**src/rtl/ppa_pkg.sv**
```systemverilog
// Shared types, operation codes and bit helpers for the prefix-preserving
// address anonymizer. No dependencies.
package ppa_pkg;

    localparam logic [1:0] OP_RESTART = 2'd0;
    localparam logic [1:0] OP_MAP     = 2'd1;
    localparam logic [1:0] OP_PIN     = 2'd2;

    localparam logic [31:0] ALL_ONES   = 32'hFFFF_FFFF;
    localparam logic [31:0] LOW24_MASK = 32'h00FF_FFFF;
    localparam logic [31:0] TOP8_MASK  = 32'hFF00_0000;

    typedef struct packed {
        logic [5:0]  prefix_bits;
        logic [31:0] root_seed;
    } t_cfg;

    // Isolates the most significant set bit of a word.
    function automatic logic [31:0] msb_mask(input logic [31:0] x);
        logic [31:0] s;
        s = x;
        s = s | (s >> 1);
        s = s | (s >> 2);
        s = s | (s >> 4);
        s = s | (s >> 8);
        s = s | (s >> 16);
        return s & ~(s >> 1);
    endfunction

    // Bit position of a one-hot word.
    function automatic logic [4:0] onehot_index(input logic [31:0] m);
        logic [4:0] idx;
        idx = '0;
        for (int i = 0; i < 32; i++) begin
            if (m[i]) begin
                idx = idx | 5'(i);
            end
        end
        return idx;
    endfunction

endpackage

```
**src/rtl/ppa_cfg.sv**
```systemverilog
// APB-style register file for the anonymizer: prefix bits and root seed.
// Depends on ppa_pkg.
module ppa_cfg (
    input  logic          i_clk,
    input  logic          i_rst_n,
    input  logic          psel,
    input  logic          penable,
    input  logic          pwrite,
    input  logic [2:0]    paddr,
    input  logic [31:0]   pwdata,
    output logic [31:0]   prdata,
    output logic          pready,
    output ppa_pkg::t_cfg o_cfg
);
    import ppa_pkg::*;

    logic [5:0]  r_prefix_bits;
    logic [31:0] r_root_seed;
    logic        wr;

    assign wr = psel && penable && pwrite;

    always_ff @(posedge i_clk) begin
        if (!i_rst_n) begin
            r_prefix_bits <= '0;
            r_root_seed   <= '0;
        end else if (wr) begin
            if (paddr[2]) begin
                r_root_seed <= pwdata;
            end else begin
                r_prefix_bits <= pwdata[5:0];
            end
        end
    end

    assign prdata = paddr[2] ? r_root_seed : {26'd0, r_prefix_bits};
    assign pready = 1'b1;
    assign o_cfg  = '{prefix_bits: r_prefix_bits, root_seed: r_root_seed};
endmodule

```
**config.mk**
```make
export PLATFORM = sky130hd
export DESIGN_NAME = ppa_cfg
export DESIGN_NICKNAME = d
export VERILOG_FILES = /design/src/rtl/ppa_pkg.sv /design/src/rtl/ppa_cfg.sv
export SDC_FILE = /design/constraint.sdc
export NUM_CORES = 1
export LEC_CHECK = 0
export ABC_AREA = 1
export BUFFER_PORTS_ARGS = -buffer_cell sky130_fd_sc_hd__buf_2
export CORE_MARGIN = 3
export CORE_UTILIZATION = 48
export CTS_CLUSTER_DIAMETER = 120
export DETAILED_ROUTE_END_ITERATION = 8
export PLACE_DENSITY = 0.85
export SYNTH_ARGS = -nofsm -noshare
export SYNTH_HDL_FRONTEND = slang
export SYNTH_SLANG_ARGS = --single-unit
```
**constraint.sdc**
```tcl
create_clock -name i_clk -period 2.3 [get_ports i_clk]
set_clock_uncertainty 0.05 [all_clocks]
set_input_delay 0.46 -clock i_clk [delete_from_list [all_inputs] [get_ports i_clk]]
set_output_delay 0.46 -clock i_clk [all_outputs]
set_load 0.05 [all_outputs]
```
Word-level counts from Yosys, hierarchy flattened
Cells that the tools add are included.

Mux-type cells: 1. Bitwise gates (word level): 1. Reduce and logical (&&, ||, !) cells: 4.

Operators with widths (count): $mux W32 (1); $reduce_and A2 Y1 (2); $logic_and A1 B1 Y1 (2); $not A1 Y1 (1).

Bits in registers: 38. Input bits: 40. Output and inout bits: 71. Word-level logic and storage cells: 8.

Longest topological paths before layout
Gate-level depths: netlist of run 1.

Depth after elaboration: 3. Mapped depth: 7.

Worst setup path before layout of run 1
Ideal clock, no wire load.

Path type: input to output. From: in paddr[2]. To: out prdata[0]. Arrival: 1.250 ns. Required time: 1.790 ns. Setup slack: 0.540 ns. Stages: 4. Buffers on the path: 2. Cell sequence: buf_2 buf_4 nand2_1 nand2_1.

Cells in the longest elaborated chain, start to end: 1.

RTL lines: from (decl) (RTL line ppa_cfg.sv:9) `input logic [2:0] paddr,`; $mux W32 (RTL line ppa_cfg.sv:36) `assign prdata = paddr[2] ? r_root_seed : {26'd0, r_prefix_bits};`; to (decl) (RTL line ppa_cfg.sv:11) `output logic [31:0] prdata,`.

No other way between the ends.

Worst setup path after layout of run 1
From: in paddr[2]. To: out prdata[1].

Same word-level chain as after synthesis.

==> impl_metrics.tcl, run 1 <==
set metrics [dict create \
    pin_count 111 \
    max_cap_violations 0 \
    worstSetupPathType "in -> out" \
    cts_hold_buf 0 \
    crit_family "buffers and inverters" \
    grt_remaining_overflow 0 \
    start_kind "input port" \
    maxSlewHeadroom_pct 54.82 \
    grt_pass1_vias 1814 \
    antenna_found_initial 0 \
    synth_edf_count 0 \
    tightest_slew_ns 0.6777 \
    syn_nets 360 \
    status "finished clean" \
    arrival_ns 1.27 \
    wl_um 4817 \
    finalCritPeriodShare_pct 77.44 \
    synth_most_common_cell "nand2_1" \
    final_max_slew_viol_count 0 \
    die_h_um 71.52 \
    core-area_um2 4058 \
    synthAdderAreaFrac_pct 0 \
    netlist_area_um2 2061 \
    drt_iter0_drc 84 \
    synth_compound_area_share_pct 0 \
    required_ns 1.79 \
    holdPathStages 5 \
    cts.sinks 38 \
    ys_ff_latch 38 \
    whs_endpoint "r_root_seed[6]" \
    fin_tns_setup_ns 0 \
    initial_core_util_pct 50.79 \
    synth-async-reset-ratio_pct 0 \
    finalPower_mw 1.499 \
    firstDrtPassIters 4 \
    yosys.area.top_type_share_pct 36.92 \
    crit_fanout 19 \
    route.detailed.drc 0 \
    cts_tree "done" \
    rows 23 \
    synth.largest_area_cell "dfxtp_1" \
    p_leak_nw 1.697 \
    num_vias 2075 \
    cp_num_buf_inv 3 \
    ff2ff_setup_slack_ns 1.65 \
    crit_path_top_delay_cell "buf_4" \
    avgSynthCellArea_um2 6.440 \
    p_per_area_nw_per_um2 564.4 \
    grt_first_pass_wirelength_um 7879 \
    ant_nets 0 \
    nets 459 \
    synth_top_family_by_area "simple AND/OR/NAND/NOR gates" \
    rr_worst_depth 2 \
    globalRouteTotalUtil_pct 18.98 \
    path_cells "buf_2 -> buf_4 -> nand2_1 -> nand2_1 -> buf_2" \
    dp_hpwl_um 3503 \
    gp_congestion 0.7515 \
    ys.flop_type "dfxtp_1" \
    critPathCaptureType "primary output" \
    period_needed_ns 1.781 \
    yosysUniqueCellTypes 15 \
    ir_drop_mv 0.3812 \
    hold_viol 0 \
    post_drt_wl_per_cell_um 10.25 \
    grt_max_degree 47 \
    slowest_delay_ns 0.27 \
    post_cts_buffers 0 \
    via_per_inst 4.415 \
    rsz0062_at_grt "false" \
    drive_gt1_share_pct 34.29 \
    seq_area_frac_synth_pct 36.92 \
    synth_xor_area_share_pct 0 \
    hold_path_startpoint "pwdata[6]" \
    synthSimpleGateAreaFrac_pct 44.69 \
    num_antenna_cells 0 \
    max_clock_freq_ghz 0.5614 \
    synth.area.top_cells "dfxtp_1 37%, nand2_1 15%, nor2_1 14%" \
    cts_max_path_buffers 2 \
    hold_class "in -> reg" \
    cts_resized 0 \
    cts_buffers 5 \
    synthCells 320 \
    dieArea_um2 5115 \
    rr_endpoint "r_root_seed[11]" \
    ys_warn_count 0 \
    timing.rr.start "r_root_seed[11]" \
    muxShareOfSynthArea_pct 0 \
    syn2layout_area_growth_pct 28.84 \
    clockRootBuffer "clkbuf_8" \
    synth_common_cells "83 x nand2_1, 76 x nor2_1, 59 x inv_1" \
    numPortBuffers 107 \
    die_w_um 71.52 \
    htreeDepth 2 \
    clock_latency_ns 0.28 \
    finalSetupViolCount 0 \
    clkTransAtPathRegs_ns 0.07 \
]
[routing by layer]
layer | wire (um) | global-route usage, %
met4 | 52 | 6.263
met5 | 0 | 0
met2 | 2293 | 32.65
met3 | 376 | 5.610
met1 | 2096 | 22.55
[tightest hold or removal path: stages]
cell and delay (ns):
buf_2 0.07, inv_1 0.03, nand3_1 0.06, nand2_1 0.04
nor2_1 0.06
[where the power goes]
part | leakage (nW) | switching, mW | internal, mW
Combinational | 1.34 | 0.245 | 0.0892
Clock | 0.0482 | 0.225 | 0.242
Sequential | 0.309 | 0.0165 | 0.681
[flip-flops by register name (all words and copies together) (netlist names)]
signal,flops
r_root_seed,32
r_prefix_bits,6
[worst max path at each step]
stage                        start        end  cells after the start
final                     paddr[2]  prdata[1]                      5
after CTS                 paddr[2]  prdata[1]                      5
after global placement    paddr[2]  prdata[1]                      5
after floorplan           paddr[2]  prdata[0]                      4
after global routing      paddr[2]  prdata[5]                      5
after detailed placement  paddr[2]  prdata[1]                      5
[metrics by stage]
step	setup slack (ns)	util, %	hold WS, ns	area, um2	instances
after global placement	0.5430	63.18	0.4315	2564	462
final	0.5188	65.43	0.4279	2655	470
after global routing	0.4554	65.43	0.4425	2655	470
after detailed placement	0.5194	63.18	0.4391	2564	462
after floorplan	0.5398	-	0.6222	2061	320
after CTS	0.5207	65.43	0.4255	2655	470
[area by class of cell]
cell class	instances	area (um2)
well taps	50	62.56
repair buffers	112	585.6
clock inverters	1	5.005
clock buffers	7	86.33
flip-flops and latches	38	760.7
multi-input cells	202	929.6
fillers	388	1403
inverters	60	225.2
[layout by cell type (no fill, tap or decap)]
cell type and n:
buf_12 1, buf_2 107, buf_4 4, clkbuf_1 1
clkbuf_8 6, clkinv_2 1, conb_1 1, dfxtp_1 38
inv_1 59, inv_2 1, nand2_1 83, nand3_1 18
nand3_2 21, nor2_1 76, nor2_2 1, nor2_4 2
[logic make-up after synthesis]
family / count (synthesis)
buf+inv: 80
flops: 38
other cells: 1
simple gates: 201
(Power assumes the default switching activity.)
==> inputs of run 2 (changes only) <==
--- a/config.mk
+++ b/config.mk
@@ -8,10 +8,10 @@
 export ABC_AREA = 1
 export BUFFER_PORTS_ARGS = -buffer_cell sky130_fd_sc_hd__buf_2
 export CORE_MARGIN = 3
-export CORE_UTILIZATION = 48
+export CORE_UTILIZATION = 40
 export CTS_CLUSTER_DIAMETER = 120
 export DETAILED_ROUTE_END_ITERATION = 8
-export PLACE_DENSITY = 0.85
+export PLACE_DENSITY = 0.76
 export SYNTH_ARGS = -nofsm -noshare
 export SYNTH_HDL_FRONTEND = slang
 export SYNTH_SLANG_ARGS = --single-unit
==> constraint.sdc (replaced) <==
create_clock -name i_clk -period 1.5 [get_ports i_clk]
set_clock_uncertainty 0.05 [all_clocks]
set_input_delay 0.3 -clock i_clk [delete_from_list [all_inputs] [get_ports i_clk]]
set_output_delay 0.3 -clock i_clk [all_outputs]
set_load 0.05 [all_outputs]
==> impl_metrics.tcl, run 2 (synthesis results as in run 1) <==
set metrics [dict create \
    grt_pass1_vias 1860 \
    worst_slack_ns 0.07738 \
    final.fill_count 496 \
    p_sw_share_pct 32.28 \
    clockRootBuffer "clkbuf_8" \
    post_drt_wl_per_cell_um 9.681 \
    via_per_inst 4.239 \
    start_kind "input port" \
    cts_buffers 5 \
    grt_max_degree 39 \
    combPwrFrac_pct 23.7 \
    post_cts_buffers 0 \
    rows 25 \
    cts_tree "done" \
    switchingPower_mw 0.7242 \
    dieArea_um2 6049 \
    final_max_slew_viol_count 0 \
    dp_hpwl_um 3489 \
    clock_latency_ns 0.28 \
    period_needed_ns 1.423 \
    globalRouteTotalUtil_pct 16.43 \
    crit_fanout 34 \
    rsz0062_at_grt "false" \
    core-area_um2 4848 \
    hold_ws_ns 0.2747 \
    drive_gt1_share_pct 34.36 \
    hold_class "in -> reg" \
    fin_cells 489 \
    drt_iter0_drc 29 \
    die_w_um 77.78 \
    initial_core_util_pct 42.50 \
    dpl_cell_area_um2 2670 \
    grt_remaining_overflow 0 \
    finalSetupViolCount 0 \
    seqPwrFrac_pct 47.7 \
    hold_viol 0 \
    required_ns 1.15 \
    cts.sinks 38 \
    gp_congestion 0.7027 \
    ant_nets 0 \
    numPortBuffers 107 \
    final_common_cell "buf_2" \
    route.detailed.drc 0 \
    top_register "r_root_seed" \
    numPlacedInstances 482 \
    firstDrtPassIters 4 \
    fin_tns_setup_ns 0 \
    die_h_um 77.78 \
    antenna_found_initial 0 \
    wl_um 4734 \
    post-place-ws_ns 0.07233 \
    layout_common_cells "106 x buf_2, 83 x nand2_1, 76 x nor2_1" \
    power.internal_mw 1.519 \
    syn2layout_area_growth_pct 33.39 \
    ir_drop_mv 0.3712 \
    num_antenna_cells 0 \
    htreeDepth 2 \
    top_regs "r_root_seed: 32 flops, r_prefix_bits: 6 flops" \
    cts_max_path_buffers 2 \
    nets 462 \
    pin_count 111 \
    num_vias 2073 \
    cts_resized 0 \
    largest_reg_flops 32 \
    status "finished clean" \
    max_clock_freq_ghz 0.7029 \
    clkTransAtPathRegs_ns 0.07 \
    finalCritPeriodShare_pct 94.84 \
    arrival_ns 1.07 \
    critPathCaptureType "primary output" \
    clkPwrFrac_pct 28.7 \
    design_area_um2 2749 \
    p_leak_nw 1.720 \
    grt_first_pass_wirelength_um 8197 \
    p_per_area_nw_per_um2 816.1 \
    finalPower_mw 2.243 \
    fin_util_pct 56.70 \
    cts_hold_buf 0 \
    max_cap_violations 0 \
    worstSetupPathType "in -> out" \
]
## run 2: worst max-delay path, stage by stage
cell and delay [ns]:
buf_2 0.16, buf_12 0.21, nand2_1 0.08, nand2_1 0.06, buf_2 0.25
## run 2: cell type report
class	count	area, um2	share of cell area (%)
clock buffers	7	76.32	2.777
inverters	60	225.2	8.193
multi-input cells	202	929.6	33.82
flip-flops and latches	38	760.7	27.67
well taps	67	83.83	3.050
repair buffers	115	673.1	24.49
## run 2: power groups by stage
stage               Clock (mW)  Combinational, mW  Sequential, mW
global placement             0              0.531            1.09
floorplan                    0              0.274            1.21
global route             0.718              0.579            1.07
detailed placement           0              0.536            1.09
finish                   0.643              0.531            1.07
CTS                      0.670              0.537            1.07
## run 2: final timing paths
check / depth (start not counted) / slack (ns) / to / from
worst max-delay path: 5 / 0.08 / prdata[2] / paddr[2]
worst min-delay path: 5 / 0.27 / r_root_seed[27] / pwdata[27]
worst max register to register: 2 / 0.87 / r_root_seed[3] / r_root_seed[3]
worst min register to register: 2 / 0.45 / r_root_seed[22] / r_root_seed[22]
## run 2: metal layers
| layer | share of wire [%] | global-route usage (%) |
|---|---|---|
| met1 | 44 | 19.77 |
| met2 | 47 | 27.65 |
| met3 | 8.1 | 5.916 |
| met4 | 0.44 | 4.093 |
| met5 | 0 | 0 |
