==> config.mk <==
export PLATFORM = sky130hd
export DESIGN_NAME = ppa_ram
export DESIGN_NICKNAME = d
export VERILOG_FILES = /design/src/rtl/ppa_ram.sv
export SDC_FILE = /design/constraint.sdc
export NUM_CORES = 1
export LEC_CHECK = 0
export BUFFER_PORTS_ARGS = -buffer_cell sky130_fd_sc_hd__buf_2
export CAP_MARGIN = 20
export CORE_AREA = 5 5 188 190
export DETAILED_ROUTE_END_ITERATION = 10
export DIE_AREA = 0 0 193 195
export GPL_TIMING_DRIVEN = 0
export PLACE_DENSITY = 0.89
export SLEW_MARGIN = 5
export SYNTH_ARGS = -nofsm -noshare
export SYNTH_HDL_FRONTEND = slang
export SYNTH_SLANG_ARGS = --single-unit
==> constraint.sdc <==
create_clock -name i_clk -period 4.7 [get_ports i_clk]
set_clock_uncertainty 0.1 [all_clocks]
set_input_delay 0.705 -clock i_clk [delete_from_list [all_inputs] [get_ports i_clk]]
set_output_delay 0.705 -clock i_clk [all_outputs]
set_load 0.1 [all_outputs]
==> src/rtl/ppa_ram.sv <==
// Generic single-write, single-read synchronous RAM with registered read data.
// No dependencies.
module ppa_ram #(
    parameter int WIDTH = 32,
    parameter int DEPTH = 16
) (
    input  logic                     i_clk,
    input  logic                     i_we,
    input  logic [$clog2(DEPTH)-1:0] i_waddr,
    input  logic [WIDTH-1:0]         i_wdata,
    input  logic                     i_re,
    input  logic [$clog2(DEPTH)-1:0] i_raddr,
    output logic [WIDTH-1:0]         o_rdata
);
    logic [WIDTH-1:0] r_mem [DEPTH];
    logic [WIDTH-1:0] r_rdata;

    always_ff @(posedge i_clk) begin
        if (i_we) begin
            r_mem[i_waddr] <= i_wdata;
        end
        if (i_re) begin
            r_rdata <= r_mem[i_raddr];
        end
    end

    assign o_rdata = r_rdata;
endmodule

-- Word-level counts from Yosys, hierarchy flattened
Memory sizes are Yosys's and may differ from the RTL's. A register that Yosys moved wholly into a read port is not among the register bits.
Cells that the tools add are included.
- mux-type cells: 2
- operators with widths (operator ; number):
    1-bit 2-to-1 mux ; 2
- memories kept: 1
- bits in registers: 0
- output and inout bits: 32
- bits in writable memories: 512
- memory list (name ; words ; bits a word ; read ports ; clocked after memory_dff ; wr ports ; line ; RTL):
    r_mem ; 16 ; 32 ; 1 ; 1 ; 1 ; 15 ; logic [WIDTH-1:0] r_mem [DEPTH];

-- Longest topological paths before layout
Gate-level depths: netlist of the first run.
- depth after elaboration: 2
- mapped depth: 5

-- Least setup slack after synthesis of the first run
No wires, ideal clock.
- kind: input to register
- start point: input port i_waddr[2]
- end point: memory r_mem[0][0] (enable)
- library setup time: 461 ps
- path buffers: 0
- slack: 715 ps
- stages: 2
- required time: 4139 ps
- data arrival time: 3423 ps
- path through: or3b_2 -> nor3_1
- RTL lines (what ; line ; RTL):
    from (decl) ; 9 ; input logic [$clog2(DEPTH)-1:0] i_waddr,
    to (decl) ; 15 ;
No word-level cell before the write port.

-- Worst setup path in the final report of the first run
- start point: input port i_waddr[2]
- end point: memory r_mem[8][30] (enable)
No word-level cell before the write port.

==> impl_summary.log, run 1 <==
[metrics] Warnings, synthesis: 0
[metrics] final cell area excluding filler cells: 23400 sq um
[metrics] largest fanout on the critical path: 9
[metrics] Worst path top cell family by delay: simple AND/OR/NAND/NOR gates
[metrics] area taken by flip-flops and latches: 16300 sq um
[metrics] effective utilization at floorplan: 60.6%
[metrics] fraction of power spent switching nets: 21.5%
[metrics] destination of the worst register-to-register timing path: o_rdata[17]
[metrics] timing-limited maximum frequency: 389 MHz
[metrics] height of the die: 195 um
[metrics] Worst EP arrival: 2710 ps
[metrics] worst min path class: in2reg
[metrics] sequential area share after synthesis: 81.0%
[metrics] count of filler cells inserted in the layout: 1790
[metrics] part of the total power dissipated in sequential elements: 52.3%
[metrics] number of antenna violations at the first check in global routing: 2
[metrics] share of the synthesized area in the top cell type: 81.0%
[metrics] number of buffers inserted during clock tree synthesis: 50
[metrics] leading cell type in the layout, fill and taps excluded: edfxtp_1
[metrics] maximum cell stage delay along the critical path: 840 ps
[metrics] Die Width: 193 um
[metrics] aggregate negative setup slack: 0 ps
[metrics] required time worst endpoint: 4840 ps
[metrics] WP buf/inv: 3
[metrics] run status: complete, no violations
[metrics] Clock Root Buffer: clkbuf_16
[metrics] combinational group share of total power: 6.5%
[metrics] setup slack on the worst flop-to-flop path: 2940 ps
[metrics] detailed-route vias per instance: 6.90
[metrics] top library cells by usage in the layout, fill and taps aside: edfxtp_1, mux4_2, buf_2, a22oi_1, clkbuf_16
[metrics] cell types with the largest area share after synthesis: edfxtp_1, mux4_2, a22oi_1
[metrics] clock power share: 41.2%
[metrics] largest area contributor in the netlist: edfxtp_1
[metrics] detailed-router iteration count before antenna repair: 6
[metrics] kind of capture point of the worst setup path: flip-flop
[metrics] cell repeated most along the worst path: buf_4
[metrics] P_int: 8.26 mW
[metrics] clock-pin slew reported for the worst setup and hold paths after clock tree synthesis: 70 ps
[metrics] Syn Std Cell Area: 20200 sq um
[metrics] Fin. Hold Viols: 0
[metrics] slew at the pin closest to its max-slew limit: 1030 ps
[metrics] count of routing violations after the opening detailed-route iteration: 1498
[metrics] Area Overhead vs Synth: 15.9%
[metrics] routed wirelength normalized by instance count: 33.0 um
[metrics] category of the critical setup timing path: in2reg
[metrics] wirelength, routed: 48700 um
[metrics] top-level port count: 75
[metrics] source of the worst register-to-register timing path: r_mem[10][17]
[metrics] Min-Delay Path Depth: 1
[metrics] launching instance or port of the critical path: i_waddr[2]
[metrics] Critical-path top delay cell: nor3_2
[metrics] port bufs: 72
[metrics] final period demand of the worst path: 2570 ps
[metrics] Post-Synthesis Mean Instance Area: 24.1 sq um
[metrics] count of unresolved DRC violations after routing: 0
[metrics] number of setup violations in the final report: 0
[metrics] multi-input logic area: 3730 sq um
[metrics] Final Total Pwr: 10.5 mW
[metrics] list of cells traversed by the critical path: buf_2 -> nand3b_1 -> nor3_2 -> buf_4 -> buf_4
[metrics] Placed Instance Area: 21600 sq um
[metrics] global-route wire length before repair: 71000 um
[metrics] max_slew headroom: 30.8%
[metrics] startpoint class of the critical path: primary input
[metrics] number of nets at the end of the flow: 1030
[metrics] Max rail drop VDD: 0.000373 V
[metrics] postcts setup bufs: 0
[metrics] cts hold-fix bufs: 0
[metrics] share of cells above drive strength 1: 32.4%
[metrics] number of nets in the synthesized netlist: 881
[metrics] via count of the first global-routing pass: 10373
[metrics] number of vias after detailed routing: 10191
[metrics] leakage power of the design: 7.52 nW
[metrics] P per Cell Area: 450 nW/um^2
[metrics] number of storage elements in the synthesis netlist: 544
[metrics] total net switching power: 2.27 mW
[metrics] path depth of the worst reg2reg path: 3
[metrics] source-to-sink clock delay at the later pin of the worst-skew pair: 560 ps
[metrics] Detailed Place HPWL: 28000 um
[metrics] max-slew violation count: 0
[metrics] Remaining Overflow, GRT: 0
[metrics] period utilisation layout: 54.6%
[metrics] hold path endpoint: r_mem[7][29]
[metrics] synth unique cells: 17
[metrics] pin count of the biggest net entering global routing: 33
[metrics] RD Place Congestion: 0.751
[metrics] RSZ-0062 raised after global routing: false
[metrics] remaining antenna violation count: 0
[metrics] post-layout util: 70.3%
[metrics] # rows: 67
[metrics] count of maximum capacitance violations: 0
[metrics] total number of clock tree sinks: 544
[metrics] number of levels in the clock H-tree: 2
[metrics] post-CTS sizing: 0
[metrics] startpoint of the worst hold path: i_wdata[29]
[metrics] deepest clock path buffer count: 3
[metrics] GRT Resource Usage Total: 26.4%
[metrics] Die ar.: 37600 sq um
[metrics] CTS tree: built
[metrics] core region area: 33300 sq um
[metrics] gate count after technology mapping: 838
[layout make-up]
type | count | area share [%]
multi-input cells | 251 | 15.9
repair buffers | 97 | 3.39
clock inverters | 32 | 1.86
clock buffers | 60 | 5.60
well taps | 448 | 2.40
diodes | 2 | 0.0214
flip-flops and latches | 544 | 69.9
plain buffers | 43 | 0.952
[logic make-up after synthesis]
family | Yosys count | share of synthesized area, %
DFF | 544 | 81.0
muxes | 128 | 14.3
AOI/OAI and AO/OA | 64 | 2.38
and+or+nand+nor | 59 | 1.25
buffers and inverters | 43 | 1.10
[flip-flops by register name, summed over array words and instances (netlist names)]
name,count
o_rdata,32
r_mem,512
[cell usage after synthesis]
cell,count
edfxtp_1,544
mux4_2,128
a22oi_1,64
nand2_1,33
clkbuf_1,17
nor2_1,13
buf_4,11
buf_1,9
buf_2,4
nor3_1,4
buf_6,2
nand2b_1,2
nand3b_1,2
nor2b_1,2
and2_1,1
nand3_1,1
or3b_2,1
[how the worst max path moves through the flow]
stage | endpoint | slack, ps | cells past startpoint
floorplan | r_mem[0][0] | 720 | 2
detailed placement | r_mem[0][24] | 1660 | 5
CTS | r_mem[8][29] | 2160 | 5
global route | r_mem[8][29] | 2100 | 5
finish | r_mem[8][30] | 2130 | 5
global placement | r_mem[0][26] | -1310 | 3
[routing by layer]
layer,global-route usage [%],vias up,routed length (um)
li1,-,3920,-
met1,36.3,5211,16900
met2,43.1,911,24800
met3,5.05,147,5140
met4,9.86,2,1900
met5,0,-,13
[power by group through the flow]
stage / clock (mW) / sequential (mW) / combinational [mW]
3_5_place_dp: 0 / 5.60 / 0.669
6_report: 4.34 / 5.50 / 0.686
4_1_cts: 4.35 / 5.50 / 0.685
5_1_grt: 4.60 / 5.50 / 0.715
2_1_floorplan: 0 / 5.76 / 0.261
3_3_place_gp: 0 / 5.59 / 0.622
[worst register-to-register path: cells and delay by family, from the launching register on]
kind            cells  cell delay [ps]
mux                 1              500
flops               1              400
compound gates      1              320
simple gates        1              160
[per-stage QoR]
| stage | hold WS, ps | std cells | setup WS [ps] |
|---|---|---|---|
| 6_report | 420 | 1477 | 2130 |
| 5_1_grt | 417 | 1476 | 2100 |
| 4_1_cts | 405 | 1475 | 2160 |
| 3_5_place_dp | 631 | 1383 | 1660 |
| 3_3_place_gp | 621 | 1358 | -1310 |
| 2_1_floorplan | 610 | 838 | 715 |
Note: power is estimated with default switching activity, not from simulation.
==> run 2, diff against run 1 <==
- clock period: 4.7 -> 2.4 ns (I/O delays scaled with it)
==> impl_summary.log, run 2 (synthesis gave the netlist of run 1 again) <==
[metrics] Max rail drop VDD: 0.000644 V
[metrics] Fin. Hold Viols: 0
[metrics] number of nets at the end of the flow: 1026
[metrics] remaining antenna violation count: 0
[metrics] top-level port count: 75
[metrics] WP buf/inv: 2
[metrics] Die ar.: 37600 sq um
[metrics] number of buffers inserted during clock tree synthesis: 51
[metrics] timing-limited maximum frequency: 504 MHz
[metrics] most flop-heavy register: r_mem
[metrics] Levels on crit path: 5
[metrics] Worst path top cell family by delay: buffers and inverters
[metrics] share of cells above drive strength 1: 31.8%
[metrics] cts hold-fix bufs: 0
[metrics] count of filler cells inserted in the layout: 1865
[metrics] largest fanout on the critical path: 10
[metrics] list of cells traversed by the critical path: buf_2 -> buf_1 -> mux4_2 -> a22oi_1 -> nand2_1
[metrics] source-to-sink clock delay at the later pin of the worst-skew pair: 580 ps
[metrics] core region area: 33300 sq um
[metrics] count of maximum capacitance violations: 0
[metrics] count of routing violations after the opening detailed-route iteration: 1443
[metrics] number of antenna violations at the first check in global routing: 3
[metrics] max reg flops: 512
[metrics] via count of the first global-routing pass: 10419
[metrics] port bufs: 72
[metrics] maximum cell stage delay along the critical path: 690 ps
[metrics] top library cells by usage in the layout, fill and taps aside: edfxtp_1, mux4_2, buf_2, a22oi_1, clkbuf_16
[metrics] final period demand of the worst path: 1980 ps
[metrics] leading cell type in the layout, fill and taps excluded: edfxtp_1
[metrics] detailed-route vias per instance: 6.76
[metrics] CTS tree: built
[metrics] # rows: 67
[metrics] non-filler cells in the finished layout: 1476
[metrics] wirelength, routed: 48500 um
[metrics] fin worst setup slack: 417 ps
[metrics] Clock Root Buffer: clkbuf_16
[metrics] RSZ-0062 raised after global routing: false
[metrics] worst min path class: in2reg
[metrics] category of the critical setup timing path: in2reg
[metrics] post-layout util: 69.8%
[metrics] Area Overhead vs Synth: 15.2%
[metrics] routed wirelength normalized by instance count: 32.9 um
[metrics] detailed-router iteration count before antenna repair: 5
[metrics] total number of clock tree sinks: 544
[metrics] path depth of the worst reg2reg path: 3
[metrics] Min-Delay Path Depth: 1
[metrics] kind of capture point of the worst setup path: flip-flop
[metrics] count of unresolved DRC violations after routing: 0
[metrics] number of levels in the clock H-tree: 2
[metrics] startpoint class of the critical path: primary input
[metrics] number of vias after detailed routing: 9982
[metrics] clock-pin slew reported for the worst setup and hold paths after clock tree synthesis: 60 ps
[metrics] Die Width: 193 um
[metrics] run status: complete, no violations
[metrics] GRT Resource Usage Total: 26.1%
[metrics] P per Cell Area: 848 nW/um^2
[metrics] leakage power of the design: 7.42 nW
[metrics] Worst EP arrival: 2190 ps
[metrics] Detailed Place HPWL: 27900 um
[metrics] post-CTS sizing: 0
[metrics] effective utilization at floorplan: 60.6%
[metrics] global-route wire length before repair: 70000 um
[metrics] number of setup violations in the final report: 0
[metrics] aggregate negative setup slack: 0 ps
[metrics] max_slew headroom: 33.5%
[metrics] Post-Place Setup Slack: -146 ps
[metrics] pin count of the biggest net entering global routing: 33
[metrics] max-slew violation count: 0
[metrics] slew at the pin closest to its max-slew limit: 998 ps
[metrics] RD Place Congestion: 0.754
[metrics] required time worst endpoint: 2600 ps
[metrics] Remaining Overflow, GRT: 0
[metrics] postcts setup bufs: 0
[metrics] Placed Cells: 1378
[metrics] deepest clock path buffer count: 3
[metrics] height of the die: 195 um
[metrics] period utilisation layout: 82.6%
[metrics] Critical-path top delay cell: buf_1
==> run 2: cell types whose count changed in the layout (fill, tap and decap cells not counted), moves of 5 or more <==
cell	change
bufinv_16	-9
buf_4	-8
buf_12	+7
clkinv_1	+5
buf_6	-5
==> run 2: power by group <==
group | leakage (nW) | internal, mW | switching [mW]
registers | 4.94 | 10.7 | 0.0668
clock network | 0.768 | 4.19 | 3.41
logic | 1.71 | 0.393 | 0.942
==> run 2: path summary, 6_finish.rpt <==
kind,from,endpoint,slack [ps]
setup / recovery,i_raddr[1],o_rdata[15],420
hold / removal,i_wdata[25],r_mem[1][25],50
hold reg to reg,r_mem[12][30],o_rdata[30],650
setup reg to reg,r_mem[8][15],o_rdata[15],660
==> run 2: metrics by stage <==
stage,power (mW),hold WS [ps],area (sq um)
finish,19.7,47.6,23200
global route,20.2,37.7,23200
CTS,19.7,37.0,23200
detailed placement,12.3,641,21700
global placement,12.2,618,21100
floorplan,11.8,359,20200
==> run 2: area by class of cell <==
class	count	area [sq um]	share of cell area, %
antenna	3	7.51	0.0323
buffer	43	223	0.959
clock buffer	61	1340	5.75
clock inverter	34	226	0.975
multi-input combinational	251	3750	16.1
sequential	544	16300	70.3
tap	448	561	2.41
timing repair buffer	92	793	3.41
==> run 2: layer usage <==
metal	track usage, %	up-vias	wire, um
met5	0	-	13
met4	7.89	2	1310
met3	4.66	100	4800
met2	43.8	765	25100
met1	36.0	5213	17300
li1	-	3902	-
